==> src/rtl/wfc_pkg.sv <==
// Shared types, constants and helper functions of the wide integer to float converter.
package wfc_pkg;

	// Widths and format constants.
	localparam int LIMB_W   = 64;
	localparam int LEN_W    = 10;
	localparam int DBL_MANT = 53;
	localparam int SGL_MANT = 24;
	localparam int TOP_W    = DBL_MANT + 1;

	localparam logic [10:0] DBL_BIAS = 11'd1023;
	localparam logic [7:0]  SGL_BIAS = 8'd127;
	localparam logic [31:0] SGL_INF  = 32'h7F80_0000;

	// Target format codes.
	typedef enum logic {
		FMT_DOUBLE = 1'b0,
		FMT_SINGLE = 1'b1
	} fmt_t;

	// Normalised magnitude handed to the rounding and packing logic.
	typedef struct packed {
		logic             neg;
		logic             zero;
		fmt_t             fmt;
		logic [LEN_W-1:0] len;
		logic [TOP_W-1:0] top;
		logic             sticky_d;
		logic             sticky_s;
	} norm_t;

	// Position of the highest set bit of a limb; the limb is known to be non-zero.
	function automatic logic [5:0] msb64(input logic [LIMB_W-1:0] v);
		logic [5:0] pos;
		pos = '0;
		for (int i = 0; i < LIMB_W; i++) begin
			if (v[i]) begin
				pos = 6'(i);
			end
		end
		return pos;
	endfunction

endpackage

==> src/rtl/wfc_pack.sv <==
// Round to nearest even and packing of the IEEE-754 result bits.
module wfc_pack (
	input  wfc_pkg::norm_t  nrm,
	output logic [63:0]     bits
);
	import wfc_pkg::*;

	logic [DBL_MANT-1:0] sig_d;
	logic [DBL_MANT:0]   sum_d;
	logic                inc_d;
	logic [SGL_MANT-1:0] sig_s;
	logic [SGL_MANT:0]   sum_s;
	logic                inc_s;
	logic [LEN_W-1:0]    exp_d;
	logic [LEN_W-1:0]    exp_s;
	logic [10:0]         bexp_d;
	logic [7:0]          bexp_s;
	logic [31:0]         res_s;

	// Double: keep 53 bits, round with the next bit and the sticky of the rest.
	always_comb begin
		sig_d  = nrm.top[TOP_W-1 -: DBL_MANT];
		inc_d  = nrm.top[TOP_W-DBL_MANT-1] & (nrm.sticky_d | sig_d[0]);
		sum_d  = {1'b0, sig_d} + {{DBL_MANT{1'b0}}, inc_d};
		exp_d  = sum_d[DBL_MANT] ? nrm.len : nrm.len - LEN_W'(1);
		bexp_d = 11'(exp_d) + DBL_BIAS;
	end

	// Single: keep 24 bits; a carry out of the significand raises the exponent.
	always_comb begin
		sig_s  = nrm.top[TOP_W-1 -: SGL_MANT];
		inc_s  = nrm.top[TOP_W-SGL_MANT-1] & (nrm.sticky_s | sig_s[0]);
		sum_s  = {1'b0, sig_s} + {{SGL_MANT{1'b0}}, inc_s};
		exp_s  = sum_s[SGL_MANT] ? nrm.len : nrm.len - LEN_W'(1);
		bexp_s = exp_s[7:0] + SGL_BIAS;
		if (exp_s >= LEN_W'(128)) begin
			res_s = SGL_INF;
		end else begin
			res_s = {1'b0, bexp_s, sum_s[SGL_MANT] ? 23'd0 : sum_s[SGL_MANT-2:0]};
		end
		res_s[31] = nrm.neg;
	end

	// Select the format; zero always gives positive zero.
	always_comb begin
		if (nrm.zero) begin
			bits = '0;
		end else if (nrm.fmt == FMT_SINGLE) begin
			bits = {32'd0, res_s};
		end else begin
			bits = {nrm.neg, bexp_d, sum_d[DBL_MANT] ? 52'd0 : sum_d[DBL_MANT-2:0]};
		end
	end

endmodule

==> config.mk <==
export PLATFORM = sky130hd
export DESIGN_NAME = wfc_pack
export DESIGN_NICKNAME = d
export VERILOG_FILES = /design/src/rtl/wfc_pkg.sv /design/src/rtl/wfc_pack.sv
export SDC_FILE = /design/constraint.sdc
export NUM_CORES = 1
export LEC_CHECK = 0
export ABC_CLOCK_PERIOD_IN_PS = 6490
export BUFFER_PORTS_ARGS = -buffer_cell sky130_fd_sc_hd__buf_4
export CAP_MARGIN = 0
export CORE_MARGIN = 2
export CORE_UTILIZATION = 54
export DETAILED_ROUTE_END_ITERATION = 10
export GPL_TIMING_DRIVEN = 0
export MAX_ROUTING_LAYER = met4
export PLACE_DENSITY = 0.95
export SYNTH_ARGS = -nofsm -noshare
export SYNTH_HDL_FRONTEND = slang
export SYNTH_SLANG_ARGS = --single-unit
export TNS_END_PERCENT = 50
==> constraint.sdc <==
create_clock -name vclk -period 6.49
set_input_delay 0.649 -clock vclk [all_inputs]
set_output_delay 0.649 -clock vclk [all_outputs]
set_load 0.05 [all_outputs]
==> results.py <==
metrics = {
    "synth": {
        "synth.area.top_cells": "xnor2_1 14%, xor2_1 13%, nor2_1 9.8%",
        "synth_commonest_cells": "74 x nor2_1, 52 x nand2_1, 46 x xnor2_1, 41 x xor2_1, 38 x a21oi_1",
        "yosysMostFrequentCell": "nor2_1",
        "synth_cells": 470,
        "synth_top_area_share_pct": 14.2,
        "ys_seq_area_share_pct": 0,
        "synth_area_per_cell_um2": 6.05,
        "yosys.area.top_type": "xnor2_1",
        "synth.distinct_cells": 55,
        "syn_area_um2": 2850,
        "yosys_warnings": 0,
        "syn_nets": 545,
    },
    "drt": {
        "via_per_inst": 6.19,
        "antenna_left": 0,
        "wl_per_cell_um": 16.7,
        "drt_iter0_drc": 318,
        "drc_errors": 0,
        "first_pass_iters": 5,
        "drt_wl_total_mm": 11.1,
        "via_count": 4107,
    },
    "setup_path": {
        "cp.required_ns": 5.84,
        "worst-path-max-fanout": 9,
        "cp-start-kind": "input port",
        "critPathKind": "input port to primary output",
        "arrival_ns": 3.90,
        "cp-end-kind": "primary output",
    },
    "final_layout": {
        "nClkBuffers": 0,
        "ff_latch_area_um2": 0,
        "synthToLayoutAreaGrowth_pct": 35.5,
        "fin_util_pct": 75.5,
        "design.seq.count": 0,
        "stdcell_count": 663,
        "drive_gt1_share_pct": 25.3,
        "stdcell_area_um2": 3860,
        "num_antenna_cells": 0,
        "finish.net_count": 670,
    },
    "sta": {
        "worstMarginPinSlew_ns": 0.824,
        "hold_violations": 0,
        "fmax_mhz": 220,
        "slew_viol_final": 0,
        "setup_slack_ns": 1.94,
        "setup_violations": 0,
        "tns_ns": 0,
        "period_share_pct": 70.1,
        "slew_headroom_pct": 44.6,
        "period_needed_ns": 4.55,
        "rsz0062_at_grt": "no",
    },
    "floorplanning": {
        "core_um2": 5110,
        "start_util_pct": 55.7,
        "die_h_um": 76.6,
        "dieArea_um2": 5870,
        "std_cell_rows": 26,
        "dieWidth_um": 76.6,
        "io_pins": 133,
    },
    "grt": {
        "antenna_found_initial": 0,
        "grt_util_all_layers_pct": 36.6,
        "grt_max_degree": 11,
        "grt_pass1_wl_mm": 17.6,
        "grtUsageMet2_pct": 59.6,
        "grt.met1_usage_pct": 48.1,
        "grt-busiest-layer": "met2",
        "grt_pass1_vias": 3734,
        "gr-total-overflow": 0,
        "met3_usage_pct": 4.15,
    },
    "power_and_ir_drop": {
        "leakage_uw": 0.00159,
        "peakVddDrop_uv": 62.2,
        "power.density_nw_per_um2": 71.6,
    },
    "status": {
        "outcome": "complete, no violations",
    },
    "placed_design": {
        "dp_cells": 663,
        "dpl_worst_slack_ns": 2.08,
        "placed_cell_area_um2": 3860,
        "port_buffers": 123,
        "hpwl_mm": 8.95,
        "place.gp.congestion": 0.971,
    },
    "clocking": {
        "cts_repair_resize_count": 0,
        "hold_buffers": 0,
        "postCtsSetupBuffers": 0,
    },
    "worst_hold_path": {
        "hp-start": "nrm[68]",
        "holdPathEnd": "bits[63]",
        "hp-class": "input port to primary output",
        "min_path_cells": 3,
    },
    "flow_run": {
        "drv_cap": 0,
    },
}
## kinds of logic (layout without fill, tap and decap cells)
kind of cell,Yosys count,in the layout,synth area share (%)
adders and majority gates,6,6,2.64
xor gates and xnor gates,87,87,26.8
and+or+nand+nor,254,254,45.3
muxes,3,3,1.14
buffers and inverters,37,160,6.02
AOI/OAI and AO/OA,83,83,18.1
## per-layer routing
metal | vias to the layer above | share of wire [%]
li1 | 1914 | -
met2 | 270 | 45
met1 | 1893 | 44
met4 | 0 | 2.1
met3 | 30 | 9.1
met5 | - | 0
## layout make-up
| class | count | area (µm²) |
|---|---|---|
| Fill cell | 410 | 1250 |
| Buffer | 27 | 134 |
| Timing Repair Buffer | 123 | 923 |
| Tap cell | 70 | 87.6 |
| Inverter | 10 | 37.5 |
| Multi-Input combinational cell | 433 | 2670 |
## worst max-delay path by stage
stage / from / to / cells after the start
after detailed placement: nrm[32] / bits[29] / 14
after floorplan: nrm[32] / bits[29] / 13
after global placement: nrm[32] / bits[29] / 14
final: nrm[32] / bits[29] / 14
after CTS: nrm[32] / bits[29] / 14
after global routing: nrm[32] / bits[29] / 14
## report_power, final
group / internal, µW / total, µW / switching, µW
Sequential: 0 / 0 / 0
Combinational: 97.5 / 276 / 179
Clock: 0 / 0 / 0
## layout by cell type, fill, tap and decap left out, types with 3 or more instances in the layout
master,count
buf_4,123
nor2_1,74
nand2_1,52
xnor2_1,46
xor2_1,41
a21oi_1,38
nor3_1,24
nand3_1,22
nand4_1,21
clkbuf_1,14
o21ai_0,13
inv_1,10
and3_1,9
and4_1,8
buf_2,7
or3_1,7
nand2b_1,6
nor4_1,6
and2_1,6
o22ai_1,6
a22oi_1,6
ha_1,6
o21a_1,5
nor3_2,3
buf_6,3
or2_2,3
## through the flow
stage,total power (µW),hold WS [ns]
2_1_floorplan,169,1.58
3_3_place_gp,267,1.68
3_5_place_dp,271,1.69
4_1_cts,272,1.69
5_1_grt,292,1.70
6_report,276,1.70
## worst max-delay path: stages
cell and delay (ns):
buf_2 0.17, and2_1 0.17, ha_1 0.19, nand3_1 0.23, nor2_1 0.43, nand3_1 0.43, xnor2_1 0.35, inv_1 0.09
ha_1 0.22, o31ai_1 0.12, a21oi_1 0.10, xor2_1 0.16, a211oi_1 0.31, buf_4 0.26
Note: power is estimated with default switching activity, not from simulation.
